**config.mk**
```make
export PLATFORM = sky130hd
export DESIGN_NAME = s8_dot_product_nibble_composed_flat
export DESIGN_NICKNAME = d
export VERILOG_FILES = /design/src/design/s8dp_pkg.sv /design/src/design/s8dp_if.sv /design/src/design/s8dp_lane.sv /design/src/design/s8dp_merge.sv /design/src/design/s8dp_accum.sv /design/src/design/s8_dot_product_nibble_composed.sv /design/src/flat_wrapper.sv
export SDC_FILE = /design/constraint.sdc
export NUM_CORES = 1
export LEC_CHECK = 0
export ABC_AREA = 0
export ABC_CLOCK_PERIOD_IN_PS = 8400
export BUFFER_PORTS_ARGS = -buffer_cell sky130_fd_sc_hd__buf_2
export CAP_MARGIN = 30
export CORE_MARGIN = 8
export CORE_UTILIZATION = 50
export CTS_BUF_LIST = sky130_fd_sc_hd__clkbuf_16
export DETAILED_ROUTE_END_ITERATION = 7
export GPL_ROUTABILITY_DRIVEN = 0
export GPL_TIMING_DRIVEN = 0
export HOLD_SLACK_MARGIN = 0.1
export MAX_ROUTING_LAYER = met4
export PLACE_DENSITY = 0.67
export SLEW_MARGIN = 20
export SYNTH_ARGS = -nofsm -noshare
export SYNTH_HDL_FRONTEND = slang
export SYNTH_HIERARCHICAL = 1
export SYNTH_SLANG_ARGS = --single-unit
```
**constraint.sdc**
```tcl
create_clock -name clk -period 8.4 [get_ports clk]
set_input_delay 0.42 -clock clk [delete_from_list [all_inputs] [get_ports clk]]
set_output_delay 0.42 -clock clk [all_outputs]
set_load 0.02 [all_outputs]
```
**src/design/s8dp_pkg.sv**
```systemverilog
// ----------------------------------------------------------------------------
// s8dp_pkg: shared types and constants for the s8 dot-product block
// Element and digit widths, product and accumulator widths, the stage control
// type and the digit-composed lane product.
// ----------------------------------------------------------------------------
package s8dp_pkg;

  // Widths of the operand elements and their 4-bit digits.
  localparam int EL_W       = 8;
  localparam int DIGIT_BITS = 4;

  // Digit weights as shift amounts: 16 and 256.
  localparam int MID_SHIFT = 4;
  localparam int TOP_SHIFT = 8;

  // An s8 x s8 product fits 16 bits signed.
  localparam int PROD_W    = 16;
  localparam int ACC_W     = 64;
  localparam int SUM_OUT_W = 32;

  // Default number of lanes.
  localparam int LANES_DEF = 4;

  // Control that travels alongside the payload of one pipeline stage.
  typedef struct packed {
    logic valid;
    logic last;
  } ctrl_t;

  // Product of two s8 elements formed from four 4-bit digit products.
  function automatic logic signed [PROD_W-1:0] lane_product(
    input logic [EL_W-1:0] a,
    input logic [EL_W-1:0] b
  );
    logic        [DIGIT_BITS-1:0]   al;
    logic        [DIGIT_BITS-1:0]   bl;
    logic signed [DIGIT_BITS-1:0]   ah;
    logic signed [DIGIT_BITS-1:0]   bh;
    logic        [2*DIGIT_BITS-1:0] ll;
    logic signed [2*DIGIT_BITS:0]   lh;
    logic signed [2*DIGIT_BITS:0]   hl;
    logic signed [2*DIGIT_BITS-1:0] hh;
    logic signed [PROD_W-1:0]       mid;
    al  = a[DIGIT_BITS-1:0];
    bl  = b[DIGIT_BITS-1:0];
    ah  = $signed(a[EL_W-1:DIGIT_BITS]);
    bh  = $signed(b[EL_W-1:DIGIT_BITS]);
    ll  = al * bl;
    lh  = $signed({1'b0, al}) * bh;
    hl  = ah * $signed({1'b0, bl});
    hh  = ah * bh;
    mid = PROD_W'(lh) + PROD_W'(hl);
    return $signed(PROD_W'(ll)) + (mid <<< MID_SHIFT) + (PROD_W'(hh) <<< TOP_SHIFT);
  endfunction

endpackage

```
**src/design/s8dp_if.sv**
```systemverilog
// ----------------------------------------------------------------------------
// s8dp_if: valid/ready channels of the s8 dot-product block
// The input channel carries the packed lane elements and the last flag; the
// output channel carries the wrapped sum and the overflow flag.
// ----------------------------------------------------------------------------
interface s8dp_in_if #(
  parameter int LANES = s8dp_pkg::LANES_DEF
);
  import s8dp_pkg::*;

  logic                    valid;
  logic                    ready;
  // Element i of each operand sits in bits [8*i+7 : 8*i].
  logic [LANES*EL_W-1:0]   a;
  logic [LANES*EL_W-1:0]   b;
  logic                    last;

  modport source (output valid, output a, output b, output last, input ready);
  modport sink   (input valid, input a, input b, input last, output ready);
endinterface

interface s8dp_out_if;
  import s8dp_pkg::*;

  logic                        valid;
  logic                        ready;
  logic signed [SUM_OUT_W-1:0] sum;
  logic                        overflow;

  modport source (output valid, output sum, output overflow, input ready);
  modport sink   (input valid, input sum, input overflow, output ready);
endinterface

```
**src/design/s8dp_lane.sv**
```systemverilog
// ----------------------------------------------------------------------------
// s8dp_lane: one multiply lane
// Splits both elements into digits, forms the weighted digit products and
// registers the lane product.
// ----------------------------------------------------------------------------
module s8dp_lane (
  input  logic                                 clk,
  input  logic                                 en,
  input  logic [s8dp_pkg::EL_W-1:0]            a,
  input  logic [s8dp_pkg::EL_W-1:0]            b,
  output logic signed [s8dp_pkg::PROD_W-1:0]   prod
);
  import s8dp_pkg::*;

  // Product register, loaded whenever the stage advances.
  always_ff @(posedge clk) begin
    if (en) begin
      prod <= lane_product(a, b);
    end
  end

endmodule

```
**src/design/s8dp_merge.sv**
```systemverilog
// ----------------------------------------------------------------------------
// s8dp_merge: lane merging stage
// Adds the lane products in a balanced tree and registers the item sum
// together with its control.
// ----------------------------------------------------------------------------
module s8dp_merge #(
  parameter int LANES = s8dp_pkg::LANES_DEF
) (
  input  logic                                              clk,
  input  logic                                              rst,
  input  logic signed [s8dp_pkg::PROD_W-1:0]                prod [LANES],
  input  s8dp_pkg::ctrl_t                                   ctrl_in,
  input  logic                                              acc_ready,
  output logic                                              ready,
  output s8dp_pkg::ctrl_t                                   ctrl_out,
  output logic signed [s8dp_pkg::PROD_W+$clog2(LANES)-1:0]  isum
);
  import s8dp_pkg::*;

  localparam int LEVELS = $clog2(LANES);
  localparam int SPAN   = 1 << LEVELS;
  localparam int SW     = PROD_W + LEVELS;

  logic signed [SW-1:0] node [LEVELS+1][SPAN];
  logic                 drain;

  // Adder tree; missing leaves are zero.
  always_comb begin
    for (int l = 0; l <= LEVELS; l++) begin
      for (int i = 0; i < SPAN; i++) begin
        node[l][i] = '0;
      end
    end
    for (int i = 0; i < LANES; i++) begin
      node[0][i] = SW'(prod[i]);
    end
    for (int l = 0; l < LEVELS; l++) begin
      for (int i = 0; i < (SPAN >> (l + 1)); i++) begin
        node[l+1][i] = node[l][2*i] + node[l][2*i+1];
      end
    end
  end

  // A held item leaves unless it is a last item and the result slot is busy.
  assign drain = ctrl_out.valid && (!ctrl_out.last || acc_ready);
  assign ready = !ctrl_out.valid || drain;

  // Stage control.
  always_ff @(posedge clk) begin
    if (rst) begin
      ctrl_out <= '0;
    end else if (ready) begin
      ctrl_out <= ctrl_in;
    end
  end

  // Item sum register.
  always_ff @(posedge clk) begin
    if (ready) begin
      isum <= node[LEVELS][0];
    end
  end

endmodule

```
**src/design/s8dp_accum.sv**
```systemverilog
// ----------------------------------------------------------------------------
// s8dp_accum: accumulator and result register
// Adds each item sum into the 64-bit accumulator; on a last item it loads the
// wrapped sum and the range flag into the result register and clears.
// ----------------------------------------------------------------------------
module s8dp_accum #(
  parameter int LANES = s8dp_pkg::LANES_DEF
) (
  input  logic                                              clk,
  input  logic                                              rst,
  input  s8dp_pkg::ctrl_t                                   ctrl_in,
  input  logic signed [s8dp_pkg::PROD_W+$clog2(LANES)-1:0]  isum,
  output logic                                              acc_ready,
  s8dp_out_if.source                                        dout
);
  import s8dp_pkg::*;

  logic signed [ACC_W-1:0]         acc;
  logic signed [ACC_W-1:0]         acc_sum;
  logic [ACC_W-SUM_OUT_W:0]        top_bits;
  logic                            fire;
  logic                            out_of_range;

  // The result slot is free when empty or being emptied this cycle.
  assign acc_ready = !dout.valid || dout.ready;
  assign fire      = ctrl_in.valid && (!ctrl_in.last || acc_ready);

  // New total and its signed 32-bit range check.
  assign acc_sum      = acc + ACC_W'(isum);
  assign top_bits     = acc_sum[ACC_W-1:SUM_OUT_W-1];
  assign out_of_range = !((&top_bits) || !(|top_bits));

  // Accumulator and result valid.
  always_ff @(posedge clk) begin
    if (rst) begin
      acc        <= '0;
      dout.valid <= 1'b0;
    end else begin
      if (fire) begin
        acc <= ctrl_in.last ? '0 : acc_sum;
      end
      if (fire && ctrl_in.last) begin
        dout.valid <= 1'b1;
      end else if (dout.ready) begin
        dout.valid <= 1'b0;
      end
    end
  end

  // Result payload.
  always_ff @(posedge clk) begin
    if (fire && ctrl_in.last) begin
      dout.sum      <= acc_sum[SUM_OUT_W-1:0];
      dout.overflow <= out_of_range;
    end
  end

  // The accumulator starts over after a last item.
  a_clear_after_last: assert property (@(posedge clk) disable iff (rst)
    fire && ctrl_in.last |=> acc == '0)
    else $error("accumulator not cleared after last item");

  // No result appears without a last item reaching this stage.
  a_no_spurious_result: assert property (@(posedge clk) disable iff (rst)
    !dout.valid && !(fire && ctrl_in.last) |=> !dout.valid)
    else $error("result raised without a last item");

  // Reset leaves an empty result slot and a zero total.
  a_reset_state: assert property (@(posedge clk)
    rst |=> acc == '0 && !dout.valid)
    else $error("reset did not clear accumulator state");

endmodule

```
**src/design/s8_dot_product_nibble_composed.sv**
```systemverilog
// ----------------------------------------------------------------------------
// s8_dot_product_nibble_composed: signed 8-bit dot-product accumulator
// Lanes form s8 x s8 products from 4-bit digit products, a tree merges them
// and a 64-bit accumulator sums items until the last one of a vector.
// Path: a last item accepted at the input passes through the lane register,
// the merge register and the result register before its result is valid.
// Throughput: one item per cycle; a last item waits only while the result
// register still holds an untaken result.
// Reset: clears all stage valids, the accumulator and the result valid.
// ----------------------------------------------------------------------------
module s8_dot_product_nibble_composed #(
  parameter int LANES = s8dp_pkg::LANES_DEF
) (
  input  logic       clk,
  input  logic       rst,
  s8dp_in_if.sink    din,
  s8dp_out_if.source dout
);
  import s8dp_pkg::*;

  localparam int SW = PROD_W + $clog2(LANES);

  logic signed [PROD_W-1:0] prod [LANES];
  ctrl_t                    ctrl1;
  ctrl_t                    ctrl1_next;
  ctrl_t                    ctrl2;
  logic signed [SW-1:0]     isum;
  logic                     merge_ready;
  logic                     acc_ready;
  logic                     en1;

  // The lane stage loads when empty or when its item moves on.
  assign en1       = !ctrl1.valid || merge_ready;
  assign din.ready = en1;

  assign ctrl1_next.valid = din.valid;
  assign ctrl1_next.last  = din.last;

  // Lane stage control.
  always_ff @(posedge clk) begin
    if (rst) begin
      ctrl1 <= '0;
    end else if (en1) begin
      ctrl1 <= ctrl1_next;
    end
  end

  // One multiply lane per element pair.
  for (genvar i = 0; i < LANES; i++) begin : g_lane
    s8dp_lane u_lane (
      .clk  (clk),
      .en   (en1),
      .a    (din.a[i*EL_W +: EL_W]),
      .b    (din.b[i*EL_W +: EL_W]),
      .prod (prod[i])
    );
  end

  s8dp_merge #(.LANES(LANES)) u_merge (
    .clk       (clk),
    .rst       (rst),
    .prod      (prod),
    .ctrl_in   (ctrl1),
    .acc_ready (acc_ready),
    .ready     (merge_ready),
    .ctrl_out  (ctrl2),
    .isum      (isum)
  );

  s8dp_accum #(.LANES(LANES)) u_accum (
    .clk       (clk),
    .rst       (rst),
    .ctrl_in   (ctrl2),
    .isum      (isum),
    .acc_ready (acc_ready),
    .dout      (dout)
  );

endmodule
```
**src/flat_wrapper.sv**
```systemverilog
// flat-port wrapper written by rule: the top's interface ports become plain ports
module s8_dot_product_nibble_composed_flat import s8dp_pkg::*;
#(
  parameter int LANES = s8dp_pkg::LANES_DEF
)
  (clk, rst, din_valid, din_a, din_b, din_last, din_ready, dout_valid, dout_sum, dout_overflow, dout_ready);
  s8dp_in_if #(.LANES(LANES)) din_i ();
  s8dp_out_if dout_i ();
  input  logic clk;
  input  logic rst;
  input wire logic [$bits(din_i.valid)-1:0] din_valid;
  input wire logic [$bits(din_i.a)-1:0] din_a;
  input wire logic [$bits(din_i.b)-1:0] din_b;
  input wire logic [$bits(din_i.last)-1:0] din_last;
  output wire logic [$bits(din_i.ready)-1:0] din_ready;
  output wire logic [$bits(dout_i.valid)-1:0] dout_valid;
  output wire logic [$bits(dout_i.sum)-1:0] dout_sum;
  output wire logic [$bits(dout_i.overflow)-1:0] dout_overflow;
  input wire logic [$bits(dout_i.ready)-1:0] dout_ready;
  assign din_i.valid = din_valid;
  assign din_i.a = din_a;
  assign din_i.b = din_b;
  assign din_i.last = din_last;
  assign din_ready = din_i.ready;
  assign dout_valid = dout_i.valid;
  assign dout_sum = dout_i.sum;
  assign dout_overflow = dout_i.overflow;
  assign dout_i.ready = dout_ready;
  s8_dot_product_nibble_composed #(.LANES(LANES)) u_core (.clk(clk), .rst(rst), .din(din_i), .dout(dout_i));
endmodule
```
# Word-level counts from Yosys, hierarchy flattened
# Cells that the tools add are included.
[classes]
n_addsub = 16
multipliers = 16
muxes = 3
reduce_logical = 16
[ops]
columns = ["operator", "n"]
rows = [
  ["15-bit by 16-bit adder with 16-bit output", 4],
  ["64-bit by 18-bit adder with 64-bit output", 1],
  ["4-bit by 4-bit multiplier with 8-bit output", 8],
  ["64-bit two-way mux", 1],
  ["9-bit by 14-bit adder with 15-bit output", 4],
  ["9-bit by 9-bit adder with 10-bit output", 4],
  ["4-bit by 5-bit multiplier with 9-bit output", 4],
  ["5-bit by 4-bit multiplier with 9-bit output", 4],
  ["16-bit by 16-bit adder with 17-bit output", 2],
  ["33-bit AND reduction", 1],
  ["33-bit OR reduction", 1],
  ["17-bit by 17-bit adder with 18-bit output", 1],
  ["1-bit logical NOT", 6],
  ["1-bit logical OR", 5],
  ["1-bit logical AND", 2],
  ["1-bit two-way mux", 2],
  ["2-bit nonzero test", 1],
]
[totals]
ff_bits = 184
inputBits = 69
out_inout_bits = 35
elab_cells = 64

# Logic depth before layout (Yosys ltp)
[logic_depth]
depth_word = 6
ltp_mapped = 23
ltp_nobuf = 23

# By module
# The synthesis kept the hierarchy.
[by_module_without_submodules]
columns = ["mod", "n_inst", "cells_per_inst", "area_each_um2", "seq_area_each_um2"]
rows = [
  ["s8dp_accum", 1, 1018, 8070.2, 2292.2],
  ["s8dp_lane at u_core.g_lane[2].u_lane ...", 2, 351, 3291.9, 480.5],
  ["s8dp_lane at u_core.g_lane[0].u_lane", 1, 355, 3343.2, 480.5],
  ["s8dp_lane at u_core.g_lane[1].u_lane", 1, 354, 3325.7, 480.5],
  ["s8dp_merge", 1, 239, 2301.0, 580.6],
  ["s8_dot_product_nibble_composed", 1, 8, 80.1, 40.0],
]

# Least setup slack after synthesis
# OpenSTA, ideal clock, no wires.
[synth_path]
path_kind = "input-to-reg"
from = "input din_a[7]"
to = "register u_core/g_lane[0].u_lane/prod[15] (netlist name), data pin"
setup_ns = 0.268
arrival_time_ns = 5.153
required_ns = 8.132
setup_slack_ns = 2.979
stages = 22
path_buffers = 0
path_cell_list = "inv_1 -> nor2_1 -> fa_1 -> fa_1 -> fa_1 -> inv_1 -> fa_1 -> inv_1 -> ha_1 -> nand2_1 -> a21oi_2 -> or3_1 -> a31oi_1 -> o21bai_1 -> xnor2_1 -> ha_1 -> inv_1 -> o21ai_0 -> a21oi_1 -> o21ai_2 -> xnor2_1 -> xnor3_1"
[synth_via]
elab_chain_len = 4
word_cells_on_any_way = 5
[synth_rtl]
columns = ["item", "line_no", "source"]
rows = [
  ["start: declaration", "flat_wrapper.sv:12", "input wire logic [$bits(din_i.a)-1:0] din_a;"],
  ["4-bit by 5-bit multiplier with 9-bit output", "s8dp_pkg.sv:50", "hl = ah * $signed({1'b0, bl});"],
  ["9-bit by 9-bit adder with 10-bit output", "s8dp_pkg.sv:52", "mid = PROD_W'(lh) + PROD_W'(hl);"],
  ["9-bit by 14-bit adder with 15-bit output", "s8dp_pkg.sv:53", "return $signed(PROD_W'(ll)) + (mid <<< MID_SHIFT) + (PROD_W'(hh) <<< TOP_SHIFT);"],
  ["15-bit by 16-bit adder with 16-bit output *", "s8dp_pkg.sv:53", ""],
  ["end signal: assignment", "s8dp_lane.sv:18", "prod <= lane_product(a, b);"],
  ["end: declaration", "s8dp_lane.sv:11", "output logic signed [s8dp_pkg::PROD_W-1:0] prod"],
]
# Every way passes the cells marked *; elsewhere a longest branch is shown, timed or not.
# A chain may end at the register's enable or synchronous reset.

# Final worst setup path
[layout_path]
from = "input din_a[15]"
to = "register u_core/g_lane[1].u_lane/prod[15] (netlist name), data pin"
[layout_via]
elab_chain_len = 4
word_cells_on_any_way = 5
[layout_rtl]
columns = ["item", "line_no"]
rows = [
  ["4-bit by 5-bit multiplier with 9-bit output", "s8dp_pkg.sv:50"],
  ["9-bit by 9-bit adder with 10-bit output", "s8dp_pkg.sv:52"],
  ["9-bit by 14-bit adder with 15-bit output", "s8dp_pkg.sv:53"],
  ["15-bit by 16-bit adder with 16-bit output *", "s8dp_pkg.sv:53"],
  ["end signal: assignment", "s8dp_lane.sv:18"],
  ["end: declaration", "s8dp_lane.sv:11"],
]
# Marked as above.

==> flow_metrics.env <==
export IMPL_synthTopCellsByArea="ha_1 18%, fa_1 15%, edfxtp_1 15%"
export IMPL_p_per_area_mw_per_mm2=406
export IMPL_grt_pass1_wl_um=95000
export IMPL_ant_nets=0
export IMPL_wire_per_inst_um=16.6
export IMPL_synth_edf_count=115
export IMPL_cts_clk_slew_worst_paths_ns=0.07
export IMPL_post_route_period_util_pct=67.6
export IMPL_antennaDiodeCount=0
export IMPL_final_nets=3378
export IMPL_syn_area_mm2=0.0237
export IMPL_final_area_mm2=0.0257
export IMPL_grt_pass1_vias=19935
export IMPL_dp_hpwl_um=46900
export IMPL_numCtsBuffers=17
export IMPL_max_freq_mhz=176
export IMPL_tritoncts="yes"
export IMPL_rsz0062_at_grt="no"
export IMPL_vias_per_cell=5.66
export IMPL_synth_most_common_cell="inv_1"
export IMPL_final_setup_tns_ns=0
export IMPL_vias=19371
export IMPL_fin_cells=3423
export IMPL_maxCapViolCount=0
export IMPL_ys_async_sr_fraction_pct=0
export IMPL_clock_skew_final_ns=0.0121
export IMPL_hold_ws_ns=0.204
export IMPL_cts_root_buffer="clkbuf_16"
export IMPL_p_leak_nw=12.3
export IMPL_crit_arrival_ns=5.86
export IMPL_cpPeakStageDelay_ns=0.55
export IMPL_ctsResizeCount=0
export IMPL_die_height_um=234
export IMPL_min_period_ns=5.68
export IMPL_critPathSlowestCell="fa_1"
export IMPL_fill_cells=4292
export IMPL_postCtsSetupBuffers=0
export IMPL_htreeDepth=4
export IMPL_min_path_type="in2reg"
export IMPL_place_area_mm2=0.0251
export IMPL_ir_drop_mv=0.428
export IMPL_drt_iter0_drc=1297
export IMPL_fp_coreArea_mm2=0.0467
export IMPL_cts_buffer_depth=2
export IMPL_hold_depth=2
export IMPL_multi_input_area_mm2=0.0173
export IMPL_status="completed"
export IMPL_syn_instance_count=2676
export IMPL_die_area_mm2=0.0546
export IMPL_clock_latency_ns=0.45
export IMPL_antenna_found_initial=0
export IMPL_grt_usage_pct=21.6
export IMPL_crit_type="in2reg"
export IMPL_synth_seq_cells=184
export IMPL_slew_viol_final=0
export IMPL_syn_area_per_cell_um2=8.86
export IMPL_ios=104
export IMPL_finalSetupViolations=0
export IMPL_drc=0
export IMPL_worst_pin_slew_ns=0.945
export IMPL_critical_path_required_ns=8.59
export IMPL_relSlewSlack_pct=36.0
export IMPL_placedCellCount=3391
export IMPL_synth_nets=3251
export IMPL_die_width_um=234
export IMPL_cts_num_sinks=184
export IMPL_ys_warn_count=6
export IMPL_synth_main_ff_cell="edfxtp_1"
export IMPL_min_to="u_core/ctrl1[0]"
export IMPL_synth_top_area_share_pct=17.5
export IMPL_yosysSeqAreaShare_pct=20.4
export IMPL_initial_core_util_pct=50.8
export IMPL_yosysTopAreaCell="ha_1"
export IMPL_regArea_mm2=0.00483
export IMPL_rr_worst_depth=15
export IMPL_layout_drive_gt1_share_pct=7.03
export IMPL_io_buffers=103
export IMPL_drt_wl_total_um=57000
export IMPL_crit_fanout=7
export IMPL_ys_types=92
export IMPL_grt_max_degree=60
export IMPL_r2r_start="u_core/u_merge/isum[17]"
export IMPL_num_rows=79
export IMPL_rrSetupSlack_ns=3.30
export IMPL_critPathCaptureType="flip-flop"
export IMPL_synth_common_cells="364 x inv_1, 332 x ha_1, 201 x nor2_1"
export IMPL_r2r_end="u_core/u_accum/dout.overflow"
export IMPL_holdCritStartpoint="din_last"
export IMPL_final_hold_viol_count=0
export IMPL_first_pass_iters=6
export IMPL_worstPathCellList="buf_2 > inv_1 > nor2_1 > fa_1 > fa_1 > fa_1 > inv_1 > fa_1 > inv_1 > ha_1 > nand2_1 > a21oi_1 > or3_1 > a31oi_1 > o21bai_1 > xnor2_1 > ha_1 > inv_1 > o21ai_0 > a21oi_1 > o21ai_1 > xnor2_1 > xnor3_1"
export IMPL_overflow=0
export IMPL_hold_buffers=0
export IMPL_startpoint_type="primary input"
export IMPL_syn_to_final_growth_pct=8.28
==> critical path, delay by kind of cell <==
kind	cells	cell delay, ns
compound gates	6	0.75
xor+xnor	3	0.74
fa+ha+maj	6	2.80
buf+inv	5	0.58
simple gates	3	0.55
==> metrics by stage <==
step	util [%]	total power, mW	worst slack, ns
after floorplan	-	7.89	2.98
after global placement	53.5	9.37	2.39
after detailed placement	53.8	9.59	2.28
after CTS	55.0	10.4	2.74
after global routing	55.0	11.5	2.47
final	55.0	10.4	2.72
==> metal layers <==
| metal | up-vias | global-route usage [%] | wire length [um] |
|---|---|---|---|
| li1 | 9501 | - | - |
| met1 | 9279 | 25.1 | 24300 |
| met2 | 490 | 39.1 | 29000 |
| met3 | 101 | 2.26 | 2090 |
| met4 | 0 | 6.78 | 1580 |
| met5 | - | - | 0 |
==> sequential cells by signal, indices dropped and copies added, names as in the netlist <==
| signal | count |
|---|---|
| u_core/ctrl1 | 2 |
| u_core/g_lane.u_lane/prod | 64 |
| u_core/u_accum/acc | 64 |
| u_core/u_accum/dout.overflow | 1 |
| u_core/u_accum/dout.sum | 32 |
| u_core/u_accum/dout.valid | 1 |
| u_core/u_merge/ctrl_out | 2 |
| u_core/u_merge/isum | 18 |
==> cell usage in the layout (no fill, tap or decap), types with 10 or more instances in the layout <==
master     instances
ha_1             332
a211oi_1          21
dfxtp_1           69
and3_1            12
fa_1             174
buf_2            117
o21ai_1           21
or3_1             18
o21ai_0           75
o211ai_1          18
nor4_1            20
mux2i_1           10
clkbuf_1          38
a31oi_1           22
clkbuf_16         17
nor3_1            47
a22oi_1           56
o21a_1            23
edfxtp_1         115
o21bai_1          22
a21oi_1          159
nor2_1           200
nand4_1           38
nand3_1           42
xor2_1            56
xnor2_1          108
nand2_1          192
and2_1           145
a21o_1            65
nand2b_1          31
inv_1            364
o31ai_1           10
==> how the worst max path moves through the flow <==
| stage | start | end | slack [ns] | cells after the start |
|---|---|---|---|---|
| finish | din_a[15] | u_core/g_lane[1].u_lane/prod[15] | 2.72 | 23 |
| global route | din_a[7] | u_core/g_lane[0].u_lane/prod[15] | 2.47 | 23 |
| CTS | din_a[15] | u_core/g_lane[1].u_lane/prod[15] | 2.74 | 23 |
| detailed placement | din_a[15] | u_core/g_lane[1].u_lane/prod[15] | 2.28 | 23 |
| global placement | din_a[7] | u_core/g_lane[0].u_lane/prod[15] | 2.39 | 23 |
| floorplan | din_a[7] | u_core/g_lane[0].u_lane/prod[15] | 2.98 | 22 |
==> area by class of cell <==
class | count | area share, %
multi-input combinational | 2067 | 67.2
sequential | 184 | 18.8
inverter | 364 | 5.32
tap | 607 | 2.96
timing repair buffer | 108 | 2.47
clock buffer | 17 | 1.66
buffer | 61 | 1.04
clock inverter | 15 | 0.502
==> cells by family after synthesis <==
kind of cell | synth area share (%)
AOI/OAI and AO/OA | 16.4
DFF | 20.4
xor gates and xnor gates | 6.58
and+or+nand+nor | 17.1
muxes | 0.470
buffers and inverters | 6.89
adders and majority gates | 32.2
==> where the power goes <==
group / switching, mW / internal (mW)
Sequential: 0.101 / 1.59
Combinational: 4.63 / 3.34
Clock: 0.368 / 0.408
Total: 5.10 / 5.33
No activity file was read; power rests on OpenSTA's default activity.
